`src/design/bdcs_pkg.sv`:
```
// Shared types, constants and register codes for the button debounce channel stepper.
package bdcs_pkg;

    // Field widths
    localparam int LEVEL_W  = 8;
    localparam int TIME_W   = 32;
    localparam int CHAN_W   = 6;
    localparam int DEB_W    = 16;
    localparam int MASK_W   = 64;
    localparam int CFG_IDX_W = 3;

    // Default number of buttons
    localparam int BUTTONS_DEF = 8;

    // Buttons with a special meaning
    localparam int BTN_HOME = 3;
    localparam int BTN_UP   = 4;
    localparam int BTN_DOWN = 5;

    // Register indexes
    localparam logic [CFG_IDX_W-1:0] REG_DEBOUNCE  = 3'd0;
    localparam logic [CFG_IDX_W-1:0] REG_SIMPLE    = 3'd1;
    localparam logic [CFG_IDX_W-1:0] REG_SIMPLE_UP = 3'd2;
    localparam logic [CFG_IDX_W-1:0] REG_SIMPLE_DN = 3'd3;
    localparam logic [CFG_IDX_W-1:0] REG_HOME      = 3'd4;
    localparam logic [CFG_IDX_W-1:0] REG_MAX       = 3'd5;
    localparam logic [CFG_IDX_W-1:0] REG_AVAIL     = 3'd6;

    // Register reset values
    localparam logic [DEB_W-1:0]  RST_DEBOUNCE = 16'd50;
    localparam logic [CHAN_W-1:0] RST_HOME     = 6'd0;
    localparam logic [CHAN_W-1:0] RST_MAX      = 6'd15;

    // Configuration as seen by the control logic
    typedef struct packed {
        logic [DEB_W-1:0]  debounce_ms;
        logic              simple_mode;
        logic [CHAN_W-1:0] simple_up_channel;
        logic [CHAN_W-1:0] simple_down_channel;
        logic [CHAN_W-1:0] home_chan;
        logic [CHAN_W-1:0] max_channel;
        logic [MASK_W-1:0] available_mask;
    } t_cfg;

endpackage

```
`src/design/bdcs_cfg_regs.sv`:
```
// Configuration register file with a plain write port.
module bdcs_cfg_regs
    import bdcs_pkg::*;
(
    input  logic                 i_clk,
    input  logic                 i_rst_n,
    input  logic                 i_cfg_wen,
    input  logic [CFG_IDX_W-1:0] i_cfg_idx,
    input  logic [MASK_W-1:0]    i_cfg_wdata,
    output t_cfg                 o_cfg
);

    t_cfg r_cfg;

    // Decode the index and update one register per write
    always_ff @(posedge i_clk) begin
        if (!i_rst_n) begin
            r_cfg.debounce_ms         <= RST_DEBOUNCE;
            r_cfg.simple_mode         <= 1'b0;
            r_cfg.simple_up_channel   <= '0;
            r_cfg.simple_down_channel <= '0;
            r_cfg.home_chan           <= RST_HOME;
            r_cfg.max_channel         <= RST_MAX;
            r_cfg.available_mask      <= '0;
        end else if (i_cfg_wen) begin
            unique case (i_cfg_idx)
                REG_DEBOUNCE:  r_cfg.debounce_ms         <= i_cfg_wdata[DEB_W-1:0];
                REG_SIMPLE:    r_cfg.simple_mode         <= i_cfg_wdata[0];
                REG_SIMPLE_UP: r_cfg.simple_up_channel   <= i_cfg_wdata[CHAN_W-1:0];
                REG_SIMPLE_DN: r_cfg.simple_down_channel <= i_cfg_wdata[CHAN_W-1:0];
                REG_HOME:      r_cfg.home_chan           <= i_cfg_wdata[CHAN_W-1:0];
                REG_MAX:       r_cfg.max_channel         <= i_cfg_wdata[CHAN_W-1:0];
                REG_AVAIL:     r_cfg.available_mask      <= i_cfg_wdata;
                default: begin
                end
            endcase
        end
    end

    assign o_cfg = r_cfg;

endmodule

```
`src/design/bdcs_time_mem.sv`:
```
// Per-button change time memory, one read and one write port, valid bits for reset.
module bdcs_time_mem
    import bdcs_pkg::*;
#(
    parameter int BUTTONS = BUTTONS_DEF
) (
    input  logic                       i_clk,
    input  logic                       i_rst_n,
    input  logic                       i_re,
    input  logic [$clog2(BUTTONS)-1:0] i_raddr,
    input  logic                       i_we,
    input  logic [$clog2(BUTTONS)-1:0] i_waddr,
    input  logic [TIME_W-1:0]          i_wdata,
    output logic [TIME_W-1:0]          o_rdata
);

    logic [TIME_W-1:0] r_mem [BUTTONS];
    logic [BUTTONS-1:0] r_valid;
    logic [TIME_W-1:0] r_rdata;
    logic               r_rvalid;

    // Store and fetch entries
    always_ff @(posedge i_clk) begin
        if (i_we) begin
            r_mem[i_waddr] <= i_wdata;
        end
        if (i_re) begin
            r_rdata <= r_mem[i_raddr];
        end
    end

    // Track written entries; an unwritten entry reads as zero
    always_ff @(posedge i_clk) begin
        if (!i_rst_n) begin
            r_valid  <= '0;
            r_rvalid <= 1'b0;
        end else begin
            if (i_we) begin
                r_valid[i_waddr] <= 1'b1;
            end
            if (i_re) begin
                r_rvalid <= r_valid[i_raddr];
            end
        end
    end

    assign o_rdata = r_rvalid ? r_rdata : '0;

endmodule

```
`src/design/bdcs_chan_step.sv`:
```
// One try of the channel step search: move by one, wrap between home and max.
module bdcs_chan_step
    import bdcs_pkg::*;
(
    input  logic [CHAN_W-1:0] i_cur,
    input  logic              i_down,
    input  logic [CHAN_W-1:0] i_home,
    input  logic [CHAN_W-1:0] i_max,
    input  logic [MASK_W-1:0] i_mask,
    output logic [CHAN_W-1:0] o_next,
    output logic              o_hit
);

    logic signed [CHAN_W+1:0] cand;
    logic signed [CHAN_W+1:0] home_s;
    logic signed [CHAN_W+1:0] max_s;
    logic signed [CHAN_W+1:0] wrapped;

    // Step, then apply the low bound check before the high one
    always_comb begin
        home_s  = $signed({2'b00, i_home});
        max_s   = $signed({2'b00, i_max});
        cand    = $signed({2'b00, i_cur}) + (i_down ? -8'sd1 : 8'sd1);
        wrapped = cand;
        if (wrapped < home_s) begin
            wrapped = max_s;
        end
        if (wrapped > max_s) begin
            wrapped = home_s;
        end
    end

    assign o_next = wrapped[CHAN_W-1:0];
    assign o_hit  = i_mask[o_next];

endmodule

```
`src/design/button_debounce_channel_stepper_top.sv`:
```
// Top level: scan sequencer, debounce evaluation, press decode and result output.
//
//  channel   ports              fields (low bit up)
//  scan in   i_s_axis_*         tdata: button_levels[7:0], now_ms[39:8]
//  press out o_m_axis_*         tdata: channel[5:0], zero[7:6]; tlast: last
//  config    i_cfg_*            idx 0..6, data up to 64 bits
//
// A scan takes an accept step, then one evaluation step per button (BUTTONS in all)
// while the change time memory supplies each entry, plus one push step per press, plus
// up to BUTTONS tries for each step search (one try a cycle), plus a closing step.
// Reset clears the memory's valid bits at once; no clearing pass is needed.
// A stalled output holds the sequencer in its push or closing step; the input is
// taken again once the last press of the previous scan sits in the output register.
module button_debounce_channel_stepper_top
    import bdcs_pkg::*;
#(
    parameter int BUTTONS = BUTTONS_DEF
) (
    input  logic                 i_clk,
    input  logic                 i_rst_n,
    // scan input
    input  logic                 i_s_axis_tvalid,
    output logic                 o_s_axis_tready,
    input  logic [39:0]          i_s_axis_tdata,   // button_levels[7:0], now_ms[39:8]
    // press output
    output logic                 o_m_axis_tvalid,
    input  logic                 i_m_axis_tready,
    output logic [7:0]           o_m_axis_tdata,   // channel[5:0], zero[7:6]
    output logic                 o_m_axis_tlast,
    // configuration
    input  logic                 i_cfg_wen,
    input  logic [CFG_IDX_W-1:0] i_cfg_idx,
    input  logic [MASK_W-1:0]    i_cfg_wdata
);

    localparam int IW = $clog2(BUTTONS);
    localparam logic [IW-1:0] LAST_IDX = IW'(BUTTONS - 1);

    typedef enum logic [4:0] {
        S_IDLE   = 5'b00001,
        S_EVAL   = 5'b00010,
        S_SEARCH = 5'b00100,
        S_PUSH   = 5'b01000,
        S_FINISH = 5'b10000
    } t_state;

    t_cfg cfg;

    t_state            r_state, n_state;
    logic [LEVEL_W-1:0] r_levels, n_levels;
    logic [TIME_W-1:0] r_now, n_now;
    logic [LEVEL_W-1:0] r_prev, n_prev;
    logic [LEVEL_W-1:0] r_stable, n_stable;
    logic [IW-1:0]     r_idx, n_idx;
    logic [IW-1:0]     r_tries, n_tries;
    logic              r_down, n_down;
    logic [CHAN_W-1:0] r_cur, n_cur;
    logic [CHAN_W-1:0] r_new_chan, n_new_chan;
    logic              r_pend_valid, n_pend_valid;
    logic [CHAN_W-1:0] r_pend_chan, n_pend_chan;
    logic              r_out_valid, n_out_valid;
    logic [CHAN_W-1:0] r_out_chan, n_out_chan;
    logic              r_out_last, n_out_last;

    logic              mem_re;
    logic [IW-1:0]     mem_raddr;
    logic              mem_we;
    logic [TIME_W-1:0] mem_rdata;

    logic [CHAN_W-1:0] step_next;
    logic              step_hit;

    logic              rd_bit, pv_bit, st_bit;
    logic              changed, settle, advance, out_free;
    logic [TIME_W-1:0] elapsed;

    // Level bit of a button; buttons past the eight inputs read low
    function automatic logic lvl_bit(input logic [LEVEL_W-1:0] v, input logic [IW-1:0] i);
        logic b;
        b = 1'b0;
        if (32'(i) < LEVEL_W) begin
            b = v[i[2:0]];
        end
        return b;
    endfunction

    bdcs_cfg_regs u_cfg (
        .i_clk       (i_clk),
        .i_rst_n     (i_rst_n),
        .i_cfg_wen   (i_cfg_wen),
        .i_cfg_idx   (i_cfg_idx),
        .i_cfg_wdata (i_cfg_wdata),
        .o_cfg       (cfg)
    );

    bdcs_time_mem #(
        .BUTTONS (BUTTONS)
    ) u_time_mem (
        .i_clk   (i_clk),
        .i_rst_n (i_rst_n),
        .i_re    (mem_re),
        .i_raddr (mem_raddr),
        .i_we    (mem_we),
        .i_waddr (r_idx),
        .i_wdata (r_now),
        .o_rdata (mem_rdata)
    );

    bdcs_chan_step u_step (
        .i_cur  (r_cur),
        .i_down (r_down),
        .i_home (cfg.home_chan),
        .i_max  (cfg.max_channel),
        .i_mask (cfg.available_mask),
        .o_next (step_next),
        .o_hit  (step_hit)
    );

    // Per-button debounce terms for the entry now on the memory output
    assign rd_bit   = lvl_bit(r_levels, r_idx);
    assign pv_bit   = lvl_bit(r_prev, r_idx);
    assign st_bit   = lvl_bit(r_stable, r_idx);
    assign changed  = rd_bit != pv_bit;
    assign elapsed  = r_now - mem_rdata;
    assign settle   = !changed && (elapsed > {{(TIME_W-DEB_W){1'b0}}, cfg.debounce_ms})
                      && (rd_bit != st_bit);
    assign out_free = !r_out_valid || i_m_axis_tready;

    // Sequencer: read and evaluate each button's change time, writing it back on a level change
    always_comb begin
        n_state      = r_state;
        n_levels     = r_levels;
        n_now        = r_now;
        n_prev       = r_prev;
        n_stable     = r_stable;
        n_idx        = r_idx;
        n_tries      = r_tries;
        n_down       = r_down;
        n_cur        = r_cur;
        n_new_chan   = r_new_chan;
        n_pend_valid = r_pend_valid;
        n_pend_chan  = r_pend_chan;
        n_out_valid  = r_out_valid && !i_m_axis_tready;
        n_out_chan   = r_out_chan;
        n_out_last   = r_out_last;
        mem_re       = 1'b0;
        mem_raddr    = '0;
        mem_we       = 1'b0;
        advance      = 1'b0;

        unique case (r_state)
            S_IDLE: begin
                if (i_s_axis_tvalid) begin
                    n_levels  = i_s_axis_tdata[LEVEL_W-1:0];
                    n_now     = i_s_axis_tdata[LEVEL_W +: TIME_W];
                    n_idx     = '0;
                    mem_re    = 1'b1;
                    mem_raddr = '0;
                    n_state   = S_EVAL;
                end
            end
            S_EVAL: begin
                // Restart the timer on a level change
                mem_we = changed;
                if (settle) begin
                    n_stable[r_idx[2:0]] = rd_bit;
                end
                if (settle && rd_bit) begin
                    if (r_idx == IW'(BTN_HOME)) begin
                        n_cur      = cfg.home_chan;
                        n_new_chan = cfg.home_chan;
                        n_state    = S_PUSH;
                    end else if (r_idx == IW'(BTN_UP) || r_idx == IW'(BTN_DOWN)) begin
                        if (cfg.simple_mode) begin
                            n_cur      = (r_idx == IW'(BTN_UP)) ? cfg.simple_up_channel
                                                                : cfg.simple_down_channel;
                            n_new_chan = n_cur;
                            n_state    = S_PUSH;
                        end else begin
                            n_down  = r_idx == IW'(BTN_DOWN);
                            n_tries = '0;
                            n_state = S_SEARCH;
                        end
                    end else begin
                        n_new_chan = {{(CHAN_W-IW){1'b0}}, r_idx};
                        n_state    = S_PUSH;
                    end
                end else begin
                    advance = 1'b1;
                end
            end
            S_SEARCH: begin
                // One try a cycle; stop on an available channel or after the last try
                n_cur = step_next;
                if (step_hit || r_tries == LAST_IDX) begin
                    n_new_chan = step_next;
                    n_state    = S_PUSH;
                end else begin
                    n_tries = r_tries + 1'b1;
                end
            end
            S_PUSH: begin
                // Hold the newest press back until it is known whether it ends the scan
                if (!r_pend_valid) begin
                    n_pend_valid = 1'b1;
                    n_pend_chan  = r_new_chan;
                    advance      = 1'b1;
                end else if (out_free) begin
                    n_out_valid = 1'b1;
                    n_out_chan  = r_pend_chan;
                    n_out_last  = 1'b0;
                    n_pend_chan = r_new_chan;
                    advance     = 1'b1;
                end
            end
            S_FINISH: begin
                n_prev = r_levels;
                if (!r_pend_valid) begin
                    n_state = S_IDLE;
                end else if (out_free) begin
                    n_out_valid  = 1'b1;
                    n_out_chan   = r_pend_chan;
                    n_out_last   = 1'b1;
                    n_pend_valid = 1'b0;
                    n_state      = S_IDLE;
                end
            end
            default: begin
                n_state = S_IDLE;
            end
        endcase

        // Move on to the next button or close the scan
        if (advance) begin
            if (r_idx == LAST_IDX) begin
                n_state = S_FINISH;
            end else begin
                n_idx     = r_idx + 1'b1;
                mem_re    = 1'b1;
                mem_raddr = r_idx + 1'b1;
                n_state   = S_EVAL;
            end
        end
    end

    // Control state
    always_ff @(posedge i_clk) begin
        if (!i_rst_n) begin
            r_state      <= S_IDLE;
            r_prev       <= '0;
            r_stable     <= '0;
            r_cur        <= RST_HOME;
            r_pend_valid <= 1'b0;
            r_out_valid  <= 1'b0;
        end else begin
            r_state      <= n_state;
            r_prev       <= n_prev;
            r_stable     <= n_stable;
            r_cur        <= n_cur;
            r_pend_valid <= n_pend_valid;
            r_out_valid  <= n_out_valid;
        end
    end

    // Payload and working registers
    always_ff @(posedge i_clk) begin
        r_levels    <= n_levels;
        r_now       <= n_now;
        r_idx       <= n_idx;
        r_tries     <= n_tries;
        r_down      <= n_down;
        r_new_chan  <= n_new_chan;
        r_pend_chan <= n_pend_chan;
        r_out_chan  <= n_out_chan;
        r_out_last  <= n_out_last;
    end

    assign o_s_axis_tready = r_state == S_IDLE;
    assign o_m_axis_tvalid = r_out_valid;
    assign o_m_axis_tdata  = {{(8-CHAN_W){1'b0}}, r_out_chan};
    assign o_m_axis_tlast  = r_out_last;

endmodule
```
`config.mk`:
```
export PLATFORM = sky130hd
export DESIGN_NAME = button_debounce_channel_stepper_top
export DESIGN_NICKNAME = d
export VERILOG_FILES = /design/src/design/bdcs_pkg.sv /design/src/design/bdcs_cfg_regs.sv /design/src/design/bdcs_time_mem.sv /design/src/design/bdcs_chan_step.sv /design/src/design/button_debounce_channel_stepper_top.sv
export SDC_FILE = /design/constraint.sdc
export NUM_CORES = 1
export LEC_CHECK = 0
export ABC_CLOCK_PERIOD_IN_PS = 6700
export BUFFER_PORTS_ARGS = -buffer_cell sky130_fd_sc_hd__buf_2
export CAP_MARGIN = 40
export CORE_MARGIN = 2
export CORE_UTILIZATION = 30
export CTS_BUF_LIST = sky130_fd_sc_hd__clkbuf_4 sky130_fd_sc_hd__clkbuf_8
export DETAILED_ROUTE_END_ITERATION = 10
export GPL_ROUTABILITY_DRIVEN = 0
export PLACE_DENSITY_LB_ADDON = 0.15
export SETUP_SLACK_MARGIN = 0.4
export SLEW_MARGIN = 20
export SYNTH_ARGS = -nofsm -noshare
export SYNTH_HDL_FRONTEND = slang
export SYNTH_SLANG_ARGS = --single-unit
```
`constraint.sdc`:
```
create_clock -name i_clk -period 6.7 [get_ports i_clk]
set_input_delay 1.34 -clock i_clk [delete_from_list [all_inputs] [get_ports i_clk]]
set_output_delay 1.34 -clock i_clk [all_outputs]
set_load 0.1 [all_outputs]
```
==> results of run 1 <==
==> area by class of cell <==
| type | instances | area [um^2] | share of cell area (%) |
|---|---|---|---|
| sequential | 497 | 13500 | 49.2 |
| multi-input combinational | 1401 | 9150 | 33.5 |
| clock buffer | 132 | 1630 | 5.96 |
| timing repair buffer | 197 | 1350 | 4.95 |
| tap | 1030 | 1290 | 4.71 |
| clock inverter | 35 | 256 | 0.938 |
| inverter | 53 | 201 | 0.737 |
| antenna | 2 | 5.00 | 0.0183 |
==> Yosys cell counts, types with 4 or more instances <==
master / n / area [um^2]
nand2_1: 361 / 1360
edfxtp_1: 351 / 10500
a21oi_1: 157 / 786
dfxtp_1: 146 / 2920
nor2_1: 116 / 435
mux2i_1: 113 / 1130
clkbuf_1: 100 / 375
nand3b_1: 93 / 698
ha_1: 73 / 913
o21ai_0: 71 / 355
inv_1: 51 / 191
o22ai_1: 49 / 307
a31oi_1: 39 / 244
o221ai_1: 30 / 263
nand3_1: 24 / 120
nor3_1: 22 / 110
xnor2_1: 20 / 175
nand4_1: 17 / 106
a21o_1: 15 / 113
o211ai_1: 14 / 105
mux2_2: 13 / 146
a211oi_1: 11 / 82.6
and3_1: 11 / 68.8
o21a_1: 11 / 82.6
nand2b_1: 10 / 62.6
and2_1: 9 / 56.3
nor2b_1: 9 / 56.3
or3_1: 9 / 56.3
nor4_1: 8 / 50.1
xor2_1: 8 / 70.1
buf_2: 7 / 35.0
o21bai_1: 7 / 52.6
buf_6: 6 / 67.6
o2111ai_1: 6 / 52.6
buf_1: 5 / 18.8
buf_4: 5 / 37.5
or2_2: 5 / 31.3
a21boi_0: 4 / 30.0
nor3b_1: 4 / 30.0
==> state kept, by name, summed over array words and instances, names as in the netlist, 3 cells and up <==
signal	count
r_idx	3
r_pend_chan	6
r_stable	8
u_cfg.o_cfg	105
r_now	32
r_cur	6
r_out_chan	6
r_new_chan	6
u_time_mem.r_rdata	32
r_prev	8
u_time_mem.r_mem	256
r_levels	8
r_tries	3
u_time_mem.r_valid	8
r_state	5
==> per-layer routing <==
metal  routed length [um]  global-route usage [%]  part of all wire, %
met5                    0                       0                    0
met4                 1830                    5.96                  2.8
met3                 2330                    2.64                  3.6
met2                30900                    27.1                   47
met1                30600                    22.3                   47
==> cell families (layout without fill, tap and decap cells) <==
kind of cell / after synthesis / after routing / synth area share (%)
flip-flops: 497 / 497 / 58.6
buffers and inverters: 176 / 417 / 3.19
other: 1 / 4 / 0.0163
adder cells (fa/ha/maj): 75 / 75 / 4.15
AO/OA/AOI/OAI: 457 / 457 / 12.7
XOR/XNOR: 28 / 28 / 1.07
multiplexers: 128 / 129 / 5.75
AND/OR/NAND/NOR: 710 / 710 / 14.6
==> layout by cell type (no fill, tap or decap), types with 7 or more instances in the layout <==
| cell type | Yosys | routed |
|---|---|---|
| mux2i_1 | 113 | 108 |
| and2_1 | 9 | 9 |
| xnor2_1 | 20 | 19 |
| nor2b_1 | 9 | 9 |
| nand3_1 | 24 | 23 |
| clkbuf_8 | 0 | 102 |
| nand4_1 | 17 | 17 |
| a21oi_1 | 157 | 151 |
| o21a_1 | 11 | 11 |
| inv_1 | 51 | 49 |
| nand3b_1 | 93 | 93 |
| clkinv_2 | 0 | 12 |
| ha_1 | 73 | 66 |
| mux2_4 | 0 | 7 |
| nor3_1 | 22 | 17 |
| xor2_1 | 8 | 8 |
| mux2_2 | 13 | 7 |
| buf_4 | 5 | 59 |
| o211ai_1 | 14 | 14 |
| nor4_1 | 8 | 7 |
| and3_1 | 11 | 9 |
| o21ai_0 | 71 | 70 |
| dfxtp_1 | 146 | 145 |
| a211oi_1 | 11 | 10 |
| clkinv_1 | 2 | 15 |
| nand2_1 | 361 | 359 |
| buf_2 | 7 | 121 |
| ha_4 | 0 | 7 |
| a21o_1 | 15 | 15 |
| o22ai_1 | 49 | 47 |
| o221ai_1 | 30 | 30 |
| clkbuf_4 | 0 | 31 |
| edfxtp_1 | 351 | 351 |
| nor2_1 | 116 | 111 |
| a31oi_1 | 39 | 39 |
| nand2b_1 | 10 | 10 |
==> worst register-to-register path, delay by kind of cell, from the launching register on <==
family | cells | cell delay (ps)
AO/OA/AOI/OAI | 11 | 1930
adder cells (fa/ha/maj) | 4 | 1420
AND/OR/NAND/NOR | 5 | 730
multiplexers | 2 | 660
buffers and inverters | 5 | 620
flip-flops | 1 | 340
==> per-stage QoR <==
stage / hold slack (ps) / total power, mW / utilization (%)
final: 363 / 7.50 / 36.0
after global routing: 361 / 7.86 / 36.0
after CTS: 360 / 7.60 / 35.5
after detailed placement: 412 / 4.56 / 32.9
after global placement: 410 / 4.53 / 32.6
after floorplan: 400 / 4.20 / -
==> where the power goes <==
part / switching [mW] / internal (mW) / leakage, nW / total, mW
Clock: 1.33 / 1.65 / 1.00 / 2.98
Sequential: 0.0801 / 3.40 / 4.38 / 3.48
Combinational: 0.670 / 0.372 / 4.42 / 1.04
Total: 2.08 / 5.42 / 9.80 / 7.50
==> path summary, 6_finish.rpt <==
kind	end	slack [ps]	cells after the start
worst max-delay path	r_new_chan[4]	640	27
worst min-delay path	r_out_chan[4]	360	0
worst max register to register	r_new_chan[4]	640	27
worst min register to register	r_out_chan[4]	360	0
==> what timing repair did <==
item	in CTS	in global routing
buffers inserted	5	19
pin swaps	6	18
gates cloned	0	1
resized for setup	18	34
endpoints found under the hold margin	0	0
setup endpoints to repair	10	39
==> flow_summary_export.csv, run 1 <==
group,metric,value,unit
status,outcome,"finished clean",
drt,vias,16500,
drt,firstDrtPassIters,5,
setup_path,cp_max_fo,8,
clock_network,cts_root_buffer,"clkbuf_8",
timing,final.min_clock_period,6060,ps
clock_network,ctsHoldBuffers,0,
setup_path,criticalPathCategory,"register to register",
grt,first_global_vias,16800,
timing,finalWorstSetupSlack,645,ps
grt,grt_antenna_before_repair,2,
setup_path,cp-startpoint,"r_cur[1]",
floorplan,fp-row-count,101,
clock_network,numCtsBuffers,92,
drt,drtIter0Drc,1280,
timing,drv_slew,0,
setup_path,cpLargestDelayFamily,"compound AO/OA/AOI/OAI gates",
setup_path,crit_required,7090,ps
timing,fmax,0.165,GHz
timing,hold_violations,0,
layout,layout-drive-gt1-share,18.7,%
drt,drcViolationCount,0,
layout,final_cells,3347,
grt,grt_max_degree,76,
logic_synthesis,yosys_warnings,0,
timing,finalClockSkew,70.5,ps
clock_network,cts_sinks,497,
floorplan,coreArea,0.0759,mm^2
setup_path,cp_num_buf_inv,5,
layout,syn_to_final_growth,19.0,%
logic_synthesis,synth_ff_type,"edfxtp_1",
grt,grt_pass1_wl,101000,um
timing,setup-tns-final,0,ps
grt,grt_usage,16.6,%
clock_network,cts_tree,"built",
logic_synthesis,ys_async_sr_fraction,0,%
place,dpl-instance-area,0.0250,mm^2
place,place.port_buffers,120,
layout,nFillCells,7501,
logic_synthesis,synth-edff-count,351,
worst_hold_path,holdCritStartpoint,"r_pend_chan[4]",
place,place_ws,188,ps
floorplan,initial_core_util,30.3,%
floorplan,pin_count,123,
place,hpwl,42500,um
timing,slew-limit-headroom,41.8,%
logic_synthesis,synth.yosys.seq_area_share,58.6,%
setup_path,reg2reg_from,"r_cur[1]",
timing,fin_crit_sh,90.4,%
grt,grt_overflow,0,
clock_network,h-tree-depth,3,
floorplan,die_w,281,um
timing,finalSetupViolations,0,
worst_hold_path,hold_path.class,"register to register",
setup_path,max_stage_delay,560,ps
setup_path,cp.arrival,6440,ps
pwr,ir_worst_vdd,0.149,mV
floorplan,die_h,281,um
floorplan,dieArea,0.0789,mm^2
logic_synthesis,ys_ff_latch,497,
logic_synthesis,syn_area,0.0230,mm^2
place,numPlacedInstances,3151,
setup_path,setup.worst_path.start_class,"register",
setup_path,crit_path_top_delay_cell,"fa_1",
clock_network,clk_pin_slew,60,ps
drt,ant_nets,0,
layout,layout.nets,2429,
layout,stdcell_area,0.0273,mm^2
pwr,power.density,274,mW/mm^2
drt,routed_wl,65600,um
job,drv_cap,0,
pwr,p_leak,9.80,nW
logic_synthesis,synth.distinct_cells,80,
drt,viasPerCell,4.94,
clock_network,clk_latency,730,ps
timing,tightest_slew,870,ps
clock_network,cts_buffer_depth,3,
setup_path,critPathCaptureType,"register",
logic_synthesis,avgSynthCellArea,11.1,um^2
drt,avgRoutedWirePerCell,19.6,um
logic_synthesis,syn-instance-count,2072,
timing,rsz0062_at_grt,"yes",
(Power assumes the default switching activity.)
==> run 2, diff against run 1 <==
--- a/config.mk
+++ b/config.mk
@@ -13,9 +13,11 @@
 export CTS_BUF_LIST = sky130_fd_sc_hd__clkbuf_4 sky130_fd_sc_hd__clkbuf_8
 export DETAILED_ROUTE_END_ITERATION = 10
 export GPL_ROUTABILITY_DRIVEN = 0
+export GPL_TIMING_DRIVEN = 0
 export PLACE_DENSITY_LB_ADDON = 0.15
 export SETUP_SLACK_MARGIN = 0.4
 export SLEW_MARGIN = 20
 export SYNTH_ARGS = -nofsm -noshare
 export SYNTH_HDL_FRONTEND = slang
+export SYNTH_HIERARCHICAL = 1
 export SYNTH_SLANG_ARGS = --single-unit
==> run 2 against run 1 <==
Non-clock buffer count up 117. Final area up 7.3%. Critical path depth up 2. Largest power group unchanged. Count of clock-buffer cells in the layout down 7. Clock power down 1%. Clock skew down 21 ps.
==> flow_summary_export.csv, run 2 <==
group,metric,value,unit
status,outcome,"finished clean",
layout,layout-drive-gt1-share,29.3,%
pwr,ir_worst_vdd,0.118,mV
layout,multi_input_area,0.00992,mm^2
clock_network,clk_pin_slew,60,ps
setup_path,critPathCaptureType,"register",
floorplan,initial_core_util,30.3,%
setup_path,crit_path_top_delay_cell,"edfxtp_1",
logic_synthesis,ys_ff_latch,497,
setup_path,criticalPathCategory,"register to register",
place,place_ws,-1730,ps
setup_path,setup.worst_path.start_class,"register",
clock_network,clk_latency,700,ps
timing,slew-limit-headroom,45.7,%
grt,first_global_vias,16500,
layout,syn_to_final_growth,25.0,%
logic_synthesis,ys_async_sr_fraction,0,%
timing,rsz0062_at_grt,"yes",
logic_synthesis,synth-edff-count,351,
logic_synthesis,syn_area,0.0235,mm^2
clock_network,h-tree-depth,3,
drt,firstDrtPassIters,5,
layout,layout_commonest_cell,"edfxtp_1",
drt,routed_wl,65300,um
setup_path,max_stage_delay,470,ps
floorplan,pin_count,123,
place,place.port_buffers,120,
worst_hold_path,hold_path.class,"register to register",
worst_hold_path,whs_path_depth,0,
setup_path,r2r_cells,29,
logic_synthesis,synth_ff_type,"edfxtp_1",
timing,whs,417,ps
logic_synthesis,synthTopCellsByArea,"edfxtp_1 45%, dfxtp_1 12%, mux4_2 6.0%, mux2i_1 5.8%, nand2_1 4.2%",
layout,final_cell_mix,"351 x edfxtp_1, 258 x nand2_1, 144 x dfxtp_1",
place,hpwl,46200,um
timing,finalSetupViolations,0,
clock_network,cts_tree,"built",
grt,grt_overflow,0,
setup_path,cp.arrival,7070,ps
timing,tightest_slew,814,ps
floorplan,die_h,284,um
pwr,power.density,244,mW/mm^2
clock_network,cts_sinks,497,
drt,avgRoutedWirePerCell,20.0,um
timing,fmax,0.150,GHz
pwr,p_total,7.16,mW
timing,drv_slew,0,
place,dpl-instance-area,0.0260,mm^2
floorplan,coreArea,0.0775,mm^2
layout,largest_register,"u_time_mem/r_mem",
grt,grt_pass1_wl,99800,um
logic_synthesis,synth.distinct_cells,100,
layout,largest_reg_flops,256,
floorplan,fp-row-count,102,
clock_network,cts_buffer_depth,3,
drt,ant_nets,0,
layout,stdcell_area,0.0293,mm^2
timing,final.min_clock_period,6670,ps
logic_synthesis,yosysMostFrequentCell,"edfxtp_1",
setup_path,cp_max_fo,5,
timing,setup-tns-final,0,ps
timing,finalWorstSetupSlack,25.6,ps
logic_synthesis,yosys.area.top_type,"edfxtp_1",
grt,grt_antenna_before_repair,1,
layout,nFillCells,7493,
logic_synthesis,yosys-top-cells-count,"351 x edfxtp_1, 263 x nand2_1, 146 x dfxtp_1",
logic_synthesis,synth.yosys.seq_area_share,57.4,%
layout,layout.nets,2339,
timing,fin_crit_sh,99.6,%
job,drv_cap,0,
floorplan,die_w,284,um
pwr,p_leak,10.5,nW
timing,finalClockSkew,49.4,ps
clock_network,numCtsBuffers,90,
setup_path,crit_required,7100,ps
logic_synthesis,netlist.area_leader.share,44.9,%
place,numPlacedInstances,3029,
drt,drtIter0Drc,953,
layout,post-route-util,37.9,%
layout,register_area,0.0135,mm^2
timing,hold_violations,0,
grt,grt_max_degree,34,
logic_synthesis,syn-instance-count,1837,
layout,final_cells,3266,
drt,drcViolationCount,0,
clock_network,cts_root_buffer,"clkbuf_8",
logic_synthesis,avgSynthCellArea,12.8,um^2
logic_synthesis,yosys_warnings,6,
floorplan,dieArea,0.0805,mm^2
drt,viasPerCell,4.84,
drt,vias,15800,
grt,grt_usage,16.1,%
run 2: worst paths after layout:
| check | start | endpoint | slack (ps) |
|---|---|---|---|
| max | r_down | r_tries[0] | 30 |
| max reg2reg | r_down | r_tries[0] | 30 |
| min reg2reg | r_new_chan[5] | r_pend_chan[5] | 420 |
| min | r_new_chan[5] | r_pend_chan[5] | 420 |
run 2: routing by layer:
metal | vias up | part of all wire [%] | global-route usage, %
met5 | - | 0 | 0
met4 | 0 | 2.0 | 5.03
met3 | 85 | 3.7 | 2.44
met2 | 299 | 46 | 25.8
met1 | 7935 | 48 | 22.5
li1 | 7492 | - | -
run 2: final cells by class:
| cell class | instances | area share, % |
|---|---|---|
| diodes | 1 | 0.00853 |
| multi-input cells | 1166 | 33.8 |
| well taps | 1040 | 4.44 |
| clock inverters | 40 | 1.06 |
| flip-flops and latches | 497 | 45.9 |
| plain buffers | 92 | 2.18 |
| repair buffers | 222 | 6.26 |
| inverters | 83 | 1.08 |
| clock buffers | 125 | 5.25 |
run 2: critical path, delay by kind of cell, from the launching register on:
family / cells / cell delay [ps]
AOI/OAI and AO/OA: 12 / 2480
adders and majority gates: 4 / 1240
buffers and inverters: 7 / 920
muxes: 2 / 670
and+or+nand+nor: 3 / 490
DFF: 1 / 470
xor gates and xnor gates: 1 / 110
run 2: cell families (layout without fill, tap and decap cells):
kind of cell / Yosys count / in the layout / synth area share (%)
other: 1 / 3 / 0.0160
AO/OA/AOI/OAI: 272 / 272 / 8.02
multiplexers: 267 / 267 / 15.6
adder cells (fa/ha/maj): 75 / 75 / 4.06
XOR/XNOR: 27 / 27 / 1.01
AND/OR/NAND/NOR: 523 / 523 / 10.6
flip-flops: 497 / 497 / 57.4
buffers and inverters: 175 / 562 / 3.38
run 2: what timing repair did:
item                                    in CTS  in global routing
setup buffers                               53                 11
pin swaps                                   49                 35
endpoints found under the hold margin        0                  0
endpoints found under the setup margin      91                 61
hold buffers                                 0                  0
cloned                                       7                  0
gates resized for setup                    154                 56
run 2: report_power, final:
| part | total (mW) | switching [mW] | internal [mW] |
|---|---|---|---|
| logic | 0.798 | 0.464 | 0.334 |
| clock network | 2.94 | 1.30 | 1.65 |
| registers | 3.42 | 0.0596 | 3.36 |
| total | 7.16 | 1.82 | 5.34 |
